`config.mk`:
```
export PLATFORM = sky130hd
export DESIGN_NAME = image_header_field_parser
export DESIGN_NICKNAME = d
export VERILOG_FILES = /design/src/rtl/ihfp_pkg.sv /design/src/rtl/ihfp_front.sv /design/src/rtl/ihfp_divider.sv /design/src/rtl/ihfp_back.sv /design/src/rtl/image_header_field_parser.sv
export SDC_FILE = /design/constraint.sdc
export NUM_CORES = 2
export LEC_CHECK = 0
export BUFFER_PORTS_ARGS = -buffer_cell sky130_fd_sc_hd__buf_2
export CORE_AREA = 3 3 187 372
export DETAILED_ROUTE_END_ITERATION = 10
export DIE_AREA = 0 0 190 375
export GPL_TIMING_DRIVEN = 1
export PLACE_DENSITY = 0.71
export SYNTH_ARGS = -nofsm -noshare
export SYNTH_HDL_FRONTEND = slang
export SYNTH_SLANG_ARGS = --single-unit
```
`constraint.sdc`:
```
create_clock -name clk -period 23.6 [get_ports clk]
set_input_delay 3.54 -clock clk [delete_from_list [all_inputs] [get_ports clk]]
set_output_delay 3.54 -clock clk [all_outputs]
set_load 0.05 [all_outputs]
```
`src/rtl/ihfp_pkg.sv`:
```
// ----------------------------------------------------------------------------
// ihfp_pkg
// shared types and codes of the image header field parser
// ----------------------------------------------------------------------------
package ihfp_pkg;

  localparam int CFG_IDX_W = 1;
  localparam int CFG_DATA_W = 32;
  localparam int GROUP_W = 14;

  // result status codes
  localparam logic [1:0] STATUS_BUSY = 2'd0;
  localparam logic [1:0] STATUS_DONE = 2'd1;
  localparam logic [1:0] STATUS_ERR  = 2'd2;

  // field kinds assigned to a tag byte
  localparam logic [2:0] KIND_WIDTH  = 3'd0;
  localparam logic [2:0] KIND_HEIGHT = 3'd1;
  localparam logic [2:0] KIND_COMP   = 3'd2;
  localparam logic [2:0] KIND_FRAME  = 3'd3;
  localparam logic [2:0] KIND_DELIM  = 3'd4;
  localparam logic [2:0] KIND_PLAIN  = 3'd5;

  localparam logic [7:0] TAG_WIDTH  = 8'h08;
  localparam logic [7:0] TAG_HEIGHT = 8'h10;
  localparam logic [7:0] TAG_COMP   = 8'h18;
  localparam logic [7:0] TAG_FRAME  = 8'h20;
  localparam logic [2:0] WIRE_DELIM = 3'd2;

  typedef struct packed {
    logic [7:0] data;
    logic       restart;
    logic       cont;
    logic       tag_bad;
    logic [2:0] kind;
  } ihfp_item_t;

  typedef struct packed {
    logic [3:0]         pad;
    logic [GROUP_W-1:0] group_cols;
    logic [GROUP_W-1:0] group_rows;
    logic [4:0]         max_vertical_factor;
    logic [4:0]         max_horizontal_factor;
    logic [31:0]        frame_layout;
    logic [2:0]         component_count;
    logic               format_version;
    logic [15:0]        image_height;
    logic [15:0]        image_width;
    logic [1:0]         parse_status;
  } ihfp_result_t;

  localparam int RESULT_W = $bits(ihfp_result_t);

endpackage

```
`src/rtl/ihfp_front.sv`:
```
// ----------------------------------------------------------------------------
// ihfp_front
// accepts stream bytes, classifies them and queues them for the parser
// ----------------------------------------------------------------------------
module ihfp_front import ihfp_pkg::*; #(
  parameter int DEPTH = 2
) (
  input  logic       clk,
  input  logic       rst,
  input  logic       s_tvalid,
  output logic       s_tready,
  input  logic [7:0] s_tdata,   // stream_byte
  input  logic [0:0] s_tuser,   // new_stream
  output logic       q_valid,
  output ihfp_item_t q_item,
  input  logic       q_pop
);

  localparam int PtrW = (DEPTH > 1) ? $clog2(DEPTH) : 1;
  localparam int CntW = $clog2(DEPTH + 1);

  ihfp_item_t mem [DEPTH];
  logic [PtrW-1:0] wr_ptr;
  logic [PtrW-1:0] rd_ptr;
  logic [CntW-1:0] count;
  logic [CntW-1:0] count_next;
  ihfp_item_t in_item;
  logic push;

  function automatic logic [PtrW-1:0] ptr_inc(input logic [PtrW-1:0] p);
    if (p == PtrW'(DEPTH - 1)) begin
      return '0;
    end
    return p + PtrW'(1);
  endfunction

  always_comb begin
    in_item.data = s_tdata;
    in_item.restart = s_tuser[0];
    in_item.cont = s_tdata[7];
    in_item.tag_bad = s_tdata[7] || s_tdata[2] || s_tdata[0] || (s_tdata <= 8'h02);
    if (s_tdata == TAG_WIDTH) begin
      in_item.kind = KIND_WIDTH;
    end else if (s_tdata == TAG_HEIGHT) begin
      in_item.kind = KIND_HEIGHT;
    end else if (s_tdata == TAG_COMP) begin
      in_item.kind = KIND_COMP;
    end else if (s_tdata == TAG_FRAME) begin
      in_item.kind = KIND_FRAME;
    end else if (s_tdata[2:0] == WIRE_DELIM) begin
      in_item.kind = KIND_DELIM;
    end else begin
      in_item.kind = KIND_PLAIN;
    end
  end

  assign s_tready = (count != CntW'(DEPTH));
  assign push = s_tvalid && s_tready;
  assign q_valid = (count != '0);
  assign q_item = mem[rd_ptr];

  always_comb begin
    count_next = count;
    if (push && !q_pop) begin
      count_next = count + CntW'(1);
    end else if (!push && q_pop) begin
      count_next = count - CntW'(1);
    end
  end

  always_ff @(posedge clk) begin
    if (rst) begin
      wr_ptr <= '0;
      rd_ptr <= '0;
      count <= '0;
    end else begin
      count <= count_next;
      if (push) begin
        wr_ptr <= ptr_inc(wr_ptr);
      end
      if (q_pop) begin
        rd_ptr <= ptr_inc(rd_ptr);
      end
    end
  end

  always_ff @(posedge clk) begin
    if (push) begin
      mem[wr_ptr] <= in_item;
    end
  end

endmodule

```
`src/rtl/ihfp_divider.sv`:
```
// ----------------------------------------------------------------------------
// ihfp_divider
// two-lane restoring divider for the rounded-up block-group counts
// ----------------------------------------------------------------------------
module ihfp_divider import ihfp_pkg::*; (
  input  logic               clk,
  input  logic               rst,
  input  logic               start,
  input  logic [15:0]        num_a,
  input  logic [4:0]         den_a,
  input  logic [15:0]        num_b,
  input  logic [4:0]         den_b,
  output logic               done,
  output logic [GROUP_W-1:0] quo_a,
  output logic [GROUP_W-1:0] quo_b
);

  localparam int CntW = $clog2(GROUP_W + 1);

  logic               busy;
  logic [CntW-1:0]    cnt;
  logic [GROUP_W-1:0] qs [2];
  logic [4:0]         rem [2];
  logic [4:0]         den [2];
  logic [15:0]        num_in [2];
  logic [4:0]         den_in [2];
  logic [GROUP_W-1:0] seed [2];
  logic [GROUP_W-1:0] qs_next [2];
  logic [4:0]         rem_next [2];

  assign num_in[0] = num_a;
  assign num_in[1] = num_b;
  assign den_in[0] = den_a;
  assign den_in[1] = den_b;

  // ceil(n / (8 d)) = ceil(ceil(n / 8) / d)
  always_comb begin
    logic [16:0] n8;
    logic [14:0] s;
    logic [5:0]  r2;
    logic        ge;
    for (int l = 0; l < 2; l++) begin
      n8 = {1'b0, num_in[l]} + 17'd7;
      s = {1'b0, n8[16:3]} + {10'b0, den_in[l]} - 15'd1;
      seed[l] = s[GROUP_W-1:0];
      r2 = {rem[l], qs[l][GROUP_W-1]};
      ge = (r2 >= {1'b0, den[l]});
      qs_next[l] = {qs[l][GROUP_W-2:0], ge};
      rem_next[l] = ge ? 5'(r2 - {1'b0, den[l]}) : r2[4:0];
    end
  end

  always_ff @(posedge clk) begin
    if (rst) begin
      busy <= 1'b0;
      done <= 1'b0;
      cnt <= '0;
    end else begin
      done <= 1'b0;
      if (start) begin
        busy <= 1'b1;
        cnt <= '0;
      end else if (busy) begin
        cnt <= cnt + CntW'(1);
        if (cnt == CntW'(GROUP_W - 1)) begin
          busy <= 1'b0;
          done <= 1'b1;
        end
      end
    end
  end

  always_ff @(posedge clk) begin
    for (int l = 0; l < 2; l++) begin
      if (start) begin
        qs[l] <= seed[l];
        rem[l] <= '0;
        den[l] <= den_in[l];
      end else if (busy) begin
        qs[l] <= qs_next[l];
        rem[l] <= rem_next[l];
      end
    end
  end

  assign quo_a = qs[0];
  assign quo_b = qs[1];

endmodule

```
`src/rtl/ihfp_back.sv`:
```
// ----------------------------------------------------------------------------
// ihfp_back
// header parsing state machine, geometry and result register
// ----------------------------------------------------------------------------
module ihfp_back import ihfp_pkg::*; (
  input  logic                  clk,
  input  logic                  rst,
  input  logic                  cfg_we,
  input  logic [CFG_IDX_W-1:0]  cfg_index,
  input  logic [CFG_DATA_W-1:0] cfg_data,
  input  logic                  q_valid,
  input  ihfp_item_t            q_item,
  output logic                  q_pop,
  output logic                  m_tvalid,
  input  logic                  m_tready,
  output logic [RESULT_W-1:0]   m_tdata
);

  localparam logic [CFG_IDX_W-1:0] CFG_STREAM_LENGTH = 1'b0;
  localparam logic [CFG_IDX_W-1:0] CFG_MARKER        = 1'b1;

  localparam logic [2:0] PH_MARK = 3'd0;
  localparam logic [2:0] PH_LEN  = 3'd1;
  localparam logic [2:0] PH_TAG  = 3'd2;
  localparam logic [2:0] PH_VAL  = 3'd3;
  localparam logic [2:0] PH_SKIP = 3'd4;
  localparam logic [2:0] PH_DONE = 3'd5;
  localparam logic [2:0] PH_ERR  = 3'd6;

  localparam logic [1:0] ST_RUN   = 2'd0;
  localparam logic [1:0] ST_DLOAD = 2'd1;
  localparam logic [1:0] ST_DWAIT = 2'd2;
  localparam logic [1:0] ST_FIN   = 2'd3;

  localparam logic [3:0] VGROUP_LIMIT = 4'd9;

  logic [31:0] stream_length;
  logic [7:0]  marker;

  logic [1:0]  ctl;
  logic [1:0]  ctl_next;

  logic [2:0]  phase, phase_next, base_phase;
  logic [31:0] pos, pos_next, base_pos;
  logic [31:0] seg_end, seg_next, base_seg;
  logic [31:0] acc_lo, acc_lo_next, base_acc_lo;
  logic        acc_hi, acc_hi_next, base_acc_hi;
  logic [3:0]  vgroup, vgroup_next, base_vgroup;
  logic [2:0]  kind, kind_next, base_kind;
  logic [31:0] skip_rem, skip_next, base_skip;
  logic [15:0] width_val, width_next, base_width;
  logic [15:0] height_val, height_next, base_height;
  logic [7:0]  comp, comp_next, base_comp;
  logic [31:0] frame_val, frame_next, base_frame;
  logic        frame_abs, fabs_next, base_fabs;

  logic [31:0] npos;
  logic [31:0] room;
  logic [5:0]  vsh;
  logic [31:0] v_lo;
  logic        v_hi;
  logic        hi_add;
  logic [32:0] len_sum;
  logic        range_err;
  logic        end_field;
  logic        fin_err;

  logic               ver;
  logic [2:0]         cnt;
  logic [4:0]         max_h;
  logic [4:0]         max_v;
  logic [GROUP_W-1:0] res_rows;
  logic [GROUP_W-1:0] res_cols;
  ihfp_result_t       done_res;
  ihfp_result_t       out_res;
  ihfp_result_t       load_res;
  logic               out_free;
  logic               load;

  logic               div_start;
  logic               div_done;
  logic [GROUP_W-1:0] quo_rows;
  logic [GROUP_W-1:0] quo_cols;

  always_ff @(posedge clk) begin
    if (rst) begin
      stream_length <= '0;
      marker <= 8'd10;
    end else if (cfg_we) begin
      case (cfg_index)
        CFG_STREAM_LENGTH: stream_length <= cfg_data;
        CFG_MARKER: marker <= cfg_data[7:0];
        default: ;
      endcase
    end
  end

  // parser step for the byte at the queue head
  always_comb begin
    base_phase  = q_item.restart ? PH_MARK : phase;
    base_pos    = q_item.restart ? '0 : pos;
    base_seg    = q_item.restart ? '0 : seg_end;
    base_acc_lo = q_item.restart ? '0 : acc_lo;
    base_acc_hi = q_item.restart ? 1'b0 : acc_hi;
    base_vgroup = q_item.restart ? '0 : vgroup;
    base_kind   = q_item.restart ? KIND_WIDTH : kind;
    base_skip   = q_item.restart ? '0 : skip_rem;
    base_width  = q_item.restart ? '0 : width_val;
    base_height = q_item.restart ? '0 : height_val;
    base_comp   = q_item.restart ? 8'hff : comp;
    base_frame  = q_item.restart ? 32'hff : frame_val;
    base_fabs   = q_item.restart ? 1'b1 : frame_abs;

    phase_next  = base_phase;
    pos_next    = base_pos;
    seg_next    = base_seg;
    acc_lo_next = base_acc_lo;
    acc_hi_next = base_acc_hi;
    vgroup_next = base_vgroup;
    kind_next   = base_kind;
    skip_next   = base_skip;
    width_next  = base_width;
    height_next = base_height;
    comp_next   = base_comp;
    frame_next  = base_frame;
    fabs_next   = base_fabs;
    end_field   = 1'b0;

    npos = base_pos + 32'd1;
    room = base_seg - npos;
    vsh = {2'b00, base_vgroup} * 6'd7;
    v_lo = base_acc_lo | ({25'b0, q_item.data[6:0]} << vsh);
    if (base_vgroup == 4'd4) begin
      hi_add = |q_item.data[6:4];
    end else if (base_vgroup > 4'd4) begin
      hi_add = |q_item.data[6:0];
    end else begin
      hi_add = 1'b0;
    end
    v_hi = base_acc_hi | hi_add;
    len_sum = {1'b0, npos} + {1'b0, v_lo};

    if (base_phase == PH_MARK || base_phase == PH_LEN) begin
      range_err = (base_pos >= stream_length);
    end else begin
      range_err = (base_pos >= base_seg);
    end

    if (base_phase != PH_DONE && base_phase != PH_ERR) begin
      if (range_err) begin
        phase_next = PH_ERR;
      end else begin
        pos_next = npos;
        case (base_phase)
          PH_MARK: begin
            if (q_item.data != marker) begin
              phase_next = PH_ERR;
            end else begin
              acc_lo_next = '0;
              acc_hi_next = 1'b0;
              vgroup_next = '0;
              phase_next = PH_LEN;
            end
          end
          PH_LEN, PH_VAL: begin
            if (base_vgroup == VGROUP_LIMIT) begin
              phase_next = PH_ERR;
            end else begin
              acc_lo_next = v_lo;
              acc_hi_next = v_hi;
              vgroup_next = base_vgroup + 4'd1;
              if (!q_item.cont) begin
                if (base_phase == PH_LEN) begin
                  if (v_hi || (len_sum > {1'b0, stream_length})) begin
                    phase_next = PH_ERR;
                  end else begin
                    seg_next = len_sum[31:0];
                    end_field = 1'b1;
                  end
                end else begin
                  case (base_kind)
                    KIND_WIDTH: begin
                      if (v_hi || (|v_lo[31:16])) begin
                        phase_next = PH_ERR;
                      end else begin
                        width_next = v_lo[15:0];
                        end_field = 1'b1;
                      end
                    end
                    KIND_HEIGHT: begin
                      if (v_hi || (|v_lo[31:16])) begin
                        phase_next = PH_ERR;
                      end else begin
                        height_next = v_lo[15:0];
                        end_field = 1'b1;
                      end
                    end
                    KIND_COMP: begin
                      if (v_hi || (|v_lo[31:8])) begin
                        phase_next = PH_ERR;
                      end else begin
                        comp_next = v_lo[7:0];
                        end_field = 1'b1;
                      end
                    end
                    KIND_FRAME: begin
                      frame_next = v_lo;
                      fabs_next = !v_hi && (v_lo == 32'hff);
                      end_field = 1'b1;
                    end
                    KIND_DELIM: begin
                      if (v_hi || (v_lo > room)) begin
                        phase_next = PH_ERR;
                      end else if (v_lo != '0) begin
                        skip_next = v_lo;
                        phase_next = PH_SKIP;
                      end else begin
                        end_field = 1'b1;
                      end
                    end
                    default: end_field = 1'b1;
                  endcase
                end
              end
            end
          end
          PH_TAG: begin
            if (q_item.tag_bad) begin
              phase_next = PH_ERR;
            end else if ((q_item.kind == KIND_WIDTH && base_width != '0) ||
                         (q_item.kind == KIND_HEIGHT && base_height != '0) ||
                         (q_item.kind == KIND_COMP && base_comp != 8'hff) ||
                         (q_item.kind == KIND_FRAME && !base_fabs)) begin
              phase_next = PH_ERR;
            end else begin
              kind_next = q_item.kind;
              acc_lo_next = '0;
              acc_hi_next = 1'b0;
              vgroup_next = '0;
              phase_next = PH_VAL;
            end
          end
          PH_SKIP: begin
            skip_next = base_skip - 32'd1;
            if (skip_next == '0) begin
              end_field = 1'b1;
            end
          end
          default: ;
        endcase
      end
    end

    // segment end: validate version, frame code and sizes
    fin_err = (|comp_next[7:3]) || fabs_next ||
              (!comp_next[2] && (width_next == '0 || height_next == '0));
    if (end_field) begin
      if (npos == seg_next) begin
        phase_next = fin_err ? PH_ERR : PH_DONE;
      end else begin
        phase_next = PH_TAG;
      end
    end
  end

  // sampling maxima from the stored header
  always_comb begin
    logic [4:0] nv;
    logic [4:0] nh;
    ver = comp[2];
    cnt = ver ? 3'd0 : ({1'b0, comp[1:0]} + 3'd1);
    max_h = 5'd1;
    max_v = 5'd1;
    for (int i = 0; i < 4; i++) begin
      nv = {1'b0, frame_val[8*i +: 4]} + 5'd1;
      nh = {1'b0, frame_val[8*i+4 +: 4]} + 5'd1;
      if (!ver && (2'(i) <= comp[1:0])) begin
        if (nv > max_v) begin
          max_v = nv;
        end
        if (nh > max_h) begin
          max_h = nh;
        end
      end
    end
  end

  always_comb begin
    done_res = '0;
    done_res.parse_status = STATUS_DONE;
    done_res.image_width = width_val;
    done_res.image_height = height_val;
    done_res.format_version = ver;
    done_res.component_count = cnt;
    done_res.frame_layout = frame_val;
    done_res.max_horizontal_factor = max_h;
    done_res.max_vertical_factor = max_v;
    done_res.group_rows = res_rows;
    done_res.group_cols = res_cols;
  end

  assign out_free = !m_tvalid || m_tready;
  assign q_pop = q_valid && (ctl == ST_RUN) && out_free;
  assign div_start = (ctl == ST_DLOAD);

  always_comb begin
    load = 1'b0;
    load_res = '0;
    ctl_next = ctl;
    case (ctl)
      ST_RUN: begin
        if (q_pop) begin
          if (phase_next == PH_ERR) begin
            load = 1'b1;
            load_res.parse_status = STATUS_ERR;
          end else if (phase_next == PH_DONE) begin
            if (base_phase == PH_DONE) begin
              load = 1'b1;
              load_res = done_res;
            end else begin
              ctl_next = ST_DLOAD;
            end
          end else begin
            load = 1'b1;
            load_res.parse_status = STATUS_BUSY;
          end
        end
      end
      ST_DLOAD: ctl_next = ST_DWAIT;
      ST_DWAIT: begin
        if (div_done) begin
          ctl_next = ST_FIN;
        end
      end
      ST_FIN: begin
        if (out_free) begin
          load = 1'b1;
          load_res = done_res;
          ctl_next = ST_RUN;
        end
      end
      default: ctl_next = ST_RUN;
    endcase
  end

  ihfp_divider u_divider (
    .clk   (clk),
    .rst   (rst),
    .start (div_start),
    .num_a (height_val),
    .den_a (max_v),
    .num_b (width_val),
    .den_b (max_h),
    .done  (div_done),
    .quo_a (quo_rows),
    .quo_b (quo_cols)
  );

  always_ff @(posedge clk) begin
    if (rst) begin
      ctl <= ST_RUN;
      m_tvalid <= 1'b0;
      phase <= PH_MARK;
      pos <= '0;
      seg_end <= '0;
      acc_lo <= '0;
      acc_hi <= 1'b0;
      vgroup <= '0;
      kind <= KIND_WIDTH;
      skip_rem <= '0;
      width_val <= '0;
      height_val <= '0;
      comp <= 8'hff;
      frame_val <= 32'hff;
      frame_abs <= 1'b1;
    end else begin
      ctl <= ctl_next;
      if (load) begin
        m_tvalid <= 1'b1;
      end else if (m_tready) begin
        m_tvalid <= 1'b0;
      end
      if (q_pop) begin
        phase <= phase_next;
        pos <= pos_next;
        seg_end <= seg_next;
        acc_lo <= acc_lo_next;
        acc_hi <= acc_hi_next;
        vgroup <= vgroup_next;
        kind <= kind_next;
        skip_rem <= skip_next;
        width_val <= width_next;
        height_val <= height_next;
        comp <= comp_next;
        frame_val <= frame_next;
        frame_abs <= fabs_next;
      end
    end
  end

  always_ff @(posedge clk) begin
    if (load) begin
      out_res <= load_res;
    end
    if (ctl == ST_DWAIT && div_done) begin
      res_rows <= quo_rows;
      res_cols <= quo_cols;
    end
  end

  assign m_tdata = out_res;

endmodule

```
`src/rtl/image_header_field_parser.sv`:
```
// ----------------------------------------------------------------------------
// image_header_field_parser
// byte-serial parser of a tagged, base-128 coded image header segment
// ----------------------------------------------------------------------------
// path: an accepted byte is queued, parsed from the queue head and its result
//   registered, after the 14-step group divider for a byte ending a valid header
// throughput: one byte per cycle while results are taken and no division runs
// reset: synchronous; clears the queue, parse state and the result valid flag,
//   sets stream_length to 0 and header_marker_byte to 10
// ----------------------------------------------------------------------------
module image_header_field_parser import ihfp_pkg::*; #(
  parameter int QUEUE_DEPTH = 2
) (
  input  logic                  clk,
  input  logic                  rst,
  input  logic                  cfg_we,
  input  logic [CFG_IDX_W-1:0]  cfg_index,
  input  logic [CFG_DATA_W-1:0] cfg_data,
  input  logic                  s_tvalid,
  output logic                  s_tready,
  input  logic [7:0]            s_tdata,   // stream_byte
  input  logic [0:0]            s_tuser,   // new_stream
  output logic                  m_tvalid,
  input  logic                  m_tready,
  // parse_status, image_width, image_height, format_version, component_count,
  // frame_layout, max_horizontal_factor, max_vertical_factor, group_rows,
  // group_cols, zero fill
  output logic [RESULT_W-1:0]   m_tdata
);

  logic         q_valid;
  logic         q_pop;
  ihfp_item_t   q_item;
  ihfp_result_t mon_res;

  ihfp_front #(
    .DEPTH (QUEUE_DEPTH)
  ) u_front (
    .clk      (clk),
    .rst      (rst),
    .s_tvalid (s_tvalid),
    .s_tready (s_tready),
    .s_tdata  (s_tdata),
    .s_tuser  (s_tuser),
    .q_valid  (q_valid),
    .q_item   (q_item),
    .q_pop    (q_pop)
  );

  ihfp_back u_back (
    .clk       (clk),
    .rst       (rst),
    .cfg_we    (cfg_we),
    .cfg_index (cfg_index),
    .cfg_data  (cfg_data),
    .q_valid   (q_valid),
    .q_item    (q_item),
    .q_pop     (q_pop),
    .m_tvalid  (m_tvalid),
    .m_tready  (m_tready),
    .m_tdata   (m_tdata)
  );

  assign mon_res = m_tdata;

  a_pop_from_filled: assert property (@(posedge clk) disable iff (rst)
    q_pop |-> q_valid)
    else $error("queue popped while empty");

  a_status_code: assert property (@(posedge clk) disable iff (rst)
    m_tvalid |-> (mon_res.parse_status == STATUS_BUSY ||
                  mon_res.parse_status == STATUS_DONE ||
                  mon_res.parse_status == STATUS_ERR))
    else $error("undefined status code");

  a_zero_payload: assert property (@(posedge clk) disable iff (rst)
    (m_tvalid && mon_res.parse_status != STATUS_DONE) |->
      (m_tdata[RESULT_W-1:2] == '0))
    else $error("payload not cleared on busy or error result");

  a_factor_range: assert property (@(posedge clk) disable iff (rst)
    (m_tvalid && mon_res.parse_status == STATUS_DONE) |->
      (mon_res.max_horizontal_factor != 5'd0 && mon_res.max_vertical_factor != 5'd0 &&
       mon_res.max_horizontal_factor <= 5'd16 && mon_res.max_vertical_factor <= 5'd16))
    else $error("sampling maximum out of range");

endmodule

```
==> results.py <==
metrics = {
    "global_routing": {
        "antenna_found_initial": 4,
        "grt_usage_pct": 34.1,
        "grt.overflow.total": 0,
        "grt_pass1_vias": 31300,
        "use_met3_pct": 6.05,
        "busiest_layer": "met2",
        "use_met1_pct": 31.8,
        "grt_start_max_net_pins": 112,
        "use_met2_pct": 60.5,
        "grt_pass1_wl_mm": 184,
    },
    "clock_tree": {
        "htree_num_levels": 2,
        "cts_buffer_depth": 3,
        "clock_latency_ns": 0.63,
        "holdBufCountCts": 0,
        "clock_sinks": 476,
        "post_cts_buffers": 0,
        "cts_resized": 0,
        "cts_tree": "built",
        "root_buffer": "clkbuf_16",
        "cts.clk_slew.worst_paths_ns": 0.07,
        "numCtsBuffers": 45,
    },
    "critical_path": {
        "slowest_delay_ns": 0.95,
        "crit_type": "reg -> reg",
        "critPathSlowestCell": "nor4_1",
        "critPathLaunchType": "flip-flop",
        "path_max_fanout": 57,
        "critPathCaptureType": "flip-flop",
        "worstPathRequired_ns": 23.90,
        "critical_path_buf_inv_count": 7,
        "critPathTopFamily": "compound AO/OA/AOI/OAI gates",
        "arrival_ns": 15.67,
        "cp_common_cell": "buf_4",
    },
    "timing": {
        "final.period_utilization_pct": 65.1,
        "skew_ns": 0.0394,
        "finalMaxSlewViolations": 0,
        "setup_viol": 0,
        "rsz0062_at_grt": "false",
        "fmax_mhz": 65.1,
        "tns_ns": 0,
        "worst_slew_pin_slew_ns": 1.49,
        "hold_violations": 0,
        "min_period_ns": 15.37,
        "max_slew_margin_pct": 0.172,
    },
    "synthesis": {
        "synth_commonest_cells": "nor2_1 (484), nand2_1 (387), a21oi_1 (320)",
        "yosys_most_used_dff": "dfxtp_1",
        "seq_area_frac_synth_pct": 34.8,
        "synth_cells": 4040,
        "yosys_warnings": 0,
        "avgSynthCellArea_um2": 8.26,
        "synth_area_leaders": "edfxtp_1 (19%), dfxtp_1 (16%), ha_1 (11%)",
        "synth.distinct_cells": 101,
        "synth.most_common_cell": "nor2_1",
        "syn_area_um2": 33400,
        "synth_edf_count": 210,
        "synthArstFlopShare_pct": 0,
        "synth_top_area_share_pct": 18.9,
        "synth.largest_area_cell": "edfxtp_1",
        "synth-seq-cells": 476,
    },
    "routing": {
        "wl_per_cell_um": 24.7,
        "firstDrtPassIters": 7,
        "postRouteAntennaNets": 0,
        "drt_iter0_drc": 2331,
        "routed_wl_mm": 124,
        "drc": 0,
        "vias": 31500,
        "routed_via_density": 6.25,
    },
    "pwr": {
        "leakagePower_nw": 15.1,
        "power.density_nw_per_um2": 87.4,
        "vdd_drop_max_v": 0.0000816,
        "p_total_w": 0.00319,
    },
    "floorplanning": {
        "core_um2": 66900,
        "rows": 134,
        "initial_core_util_pct": 49.9,
        "die_h_um": 375,
        "die_area_um2": 71300,
        "pin_count": 161,
        "dieWidth_um": 190,
    },
    "finish": {
        "drive_gt1_share_pct": 8.91,
        "area_growth_pct": 9.29,
        "finalNetCount": 4453,
    },
    "placement": {
        "routabilityCongestion": 1.09,
        "port_buffers": 156,
        "dp_hpwl_mm": 94.1,
    },
    "job": {
        "cap_violations": 1,
    },
    "run_status": {
        "outcome": "complete, but fails checks",
        "violations": "capacitance limit",
    },
    "min_path": {
        "hp-class": "reg -> reg",
    },
}
-- sequential cells by signal, summed over array words and instances (netlist names), 14 cells and up, named ones only --
signal	flops
u_back.stream_length	32
u_back.skip_rem	32
u_back.pos	32
u_back.frame_val	32
u_back.u_divider.qs	28
u_back.width_val	16
u_back.res_rows	14
u_back.seg_end	32
u_back.res_cols	14
u_back.height_val	16
u_back.acc_lo	32
u_front.mem	26
u_back.m_tdata	108
-- power by group --
| group | total, W | switching [W] | internal [W] |
|---|---|---|---|
| combinational | 0.00140 | 0.00107 | 0.000337 |
| sequential | 0.00105 | 0.0000612 | 0.000991 |
| clock | 0.000733 | 0.000350 | 0.000383 |
| total | 0.00319 | 0.00148 | 0.00171 |
-- cells in the final DEF (no fill, tap or decap), types with 142 or more instances in the layout --
cell type	count
a21oi_1	319
dfxtp_1	266
a22oi_1	151
edfxtp_1	210
xnor2_1	142
ha_1	291
nor2_1	481
buf_2	155
nand2_1	387
inv_1	285
o21ai_0	189
-- per-layer routing --
layer | vias up | part of all wire (%)
met3 | 664 | 6.2
met2 | 1437 | 49
met4 | 2 | 13
met5 | - | 0.0096
li1 | 14600 | -
met1 | 14800 | 32
-- kinds of logic after synthesis --
family | synth area share (%)
and+or+nand+nor | 21.0
AOI/OAI and AO/OA | 20.2
buffers and inverters | 5.70
DFF | 34.8
adders and majority gates | 11.3
xor gates and xnor gates | 5.51
muxes | 1.38
other | 0.0112
-- per-stage QoR --
step / hold WS, ns / instance area (um^2) / instances / utilization (%) / worst slack [ns]
after floorplan: 0.426 / 33400 / 4043 / - / 5.53
after global placement: 0.434 / 35000 / 4944 / 52.4 / 9.16
after detailed placement: 0.434 / 35000 / 4944 / 52.4 / 9.02
after CTS: 0.451 / 36500 / 5026 / 54.5 / 8.94
after global routing: 0.454 / 36500 / 5027 / 54.5 / 8.03
final: 0.452 / 36500 / 5029 / 54.5 / 8.23
-- path summary, 6_finish.rpt --
| kind | slack (ns) | startpoint | to | depth (start not counted) |
|---|---|---|---|---|
| hold / removal | 0.45 | u_back.stream_length[6] | u_back.stream_length[6] | 2 |
| hold reg to reg | 0.45 | u_back.stream_length[6] | u_back.stream_length[6] | 2 |
| setup reg to reg | 8.23 | flip-flop | u_back.m_tdata[15] | 39 |
| setup / recovery | 8.23 | flip-flop | u_back.m_tdata[15] | 39 |
-- worst min-delay path, cell delays in order (launching register included) --
cell and delay [ns]:
dfxtp_1 0.31, nand2_1 0.05, a21oi_1 0.05
-- final cells by class --
cell class	count	area (um^2)
fill	6381	30400
multi-input combinational	3076	19900
sequential	476	11600
timing repair buffer	223	1290
clock buffer	57	1220
tap	884	1110
inverter	286	1070
clock inverter	25	216
antenna	2	5.00
(Power assumes the default switching activity.)
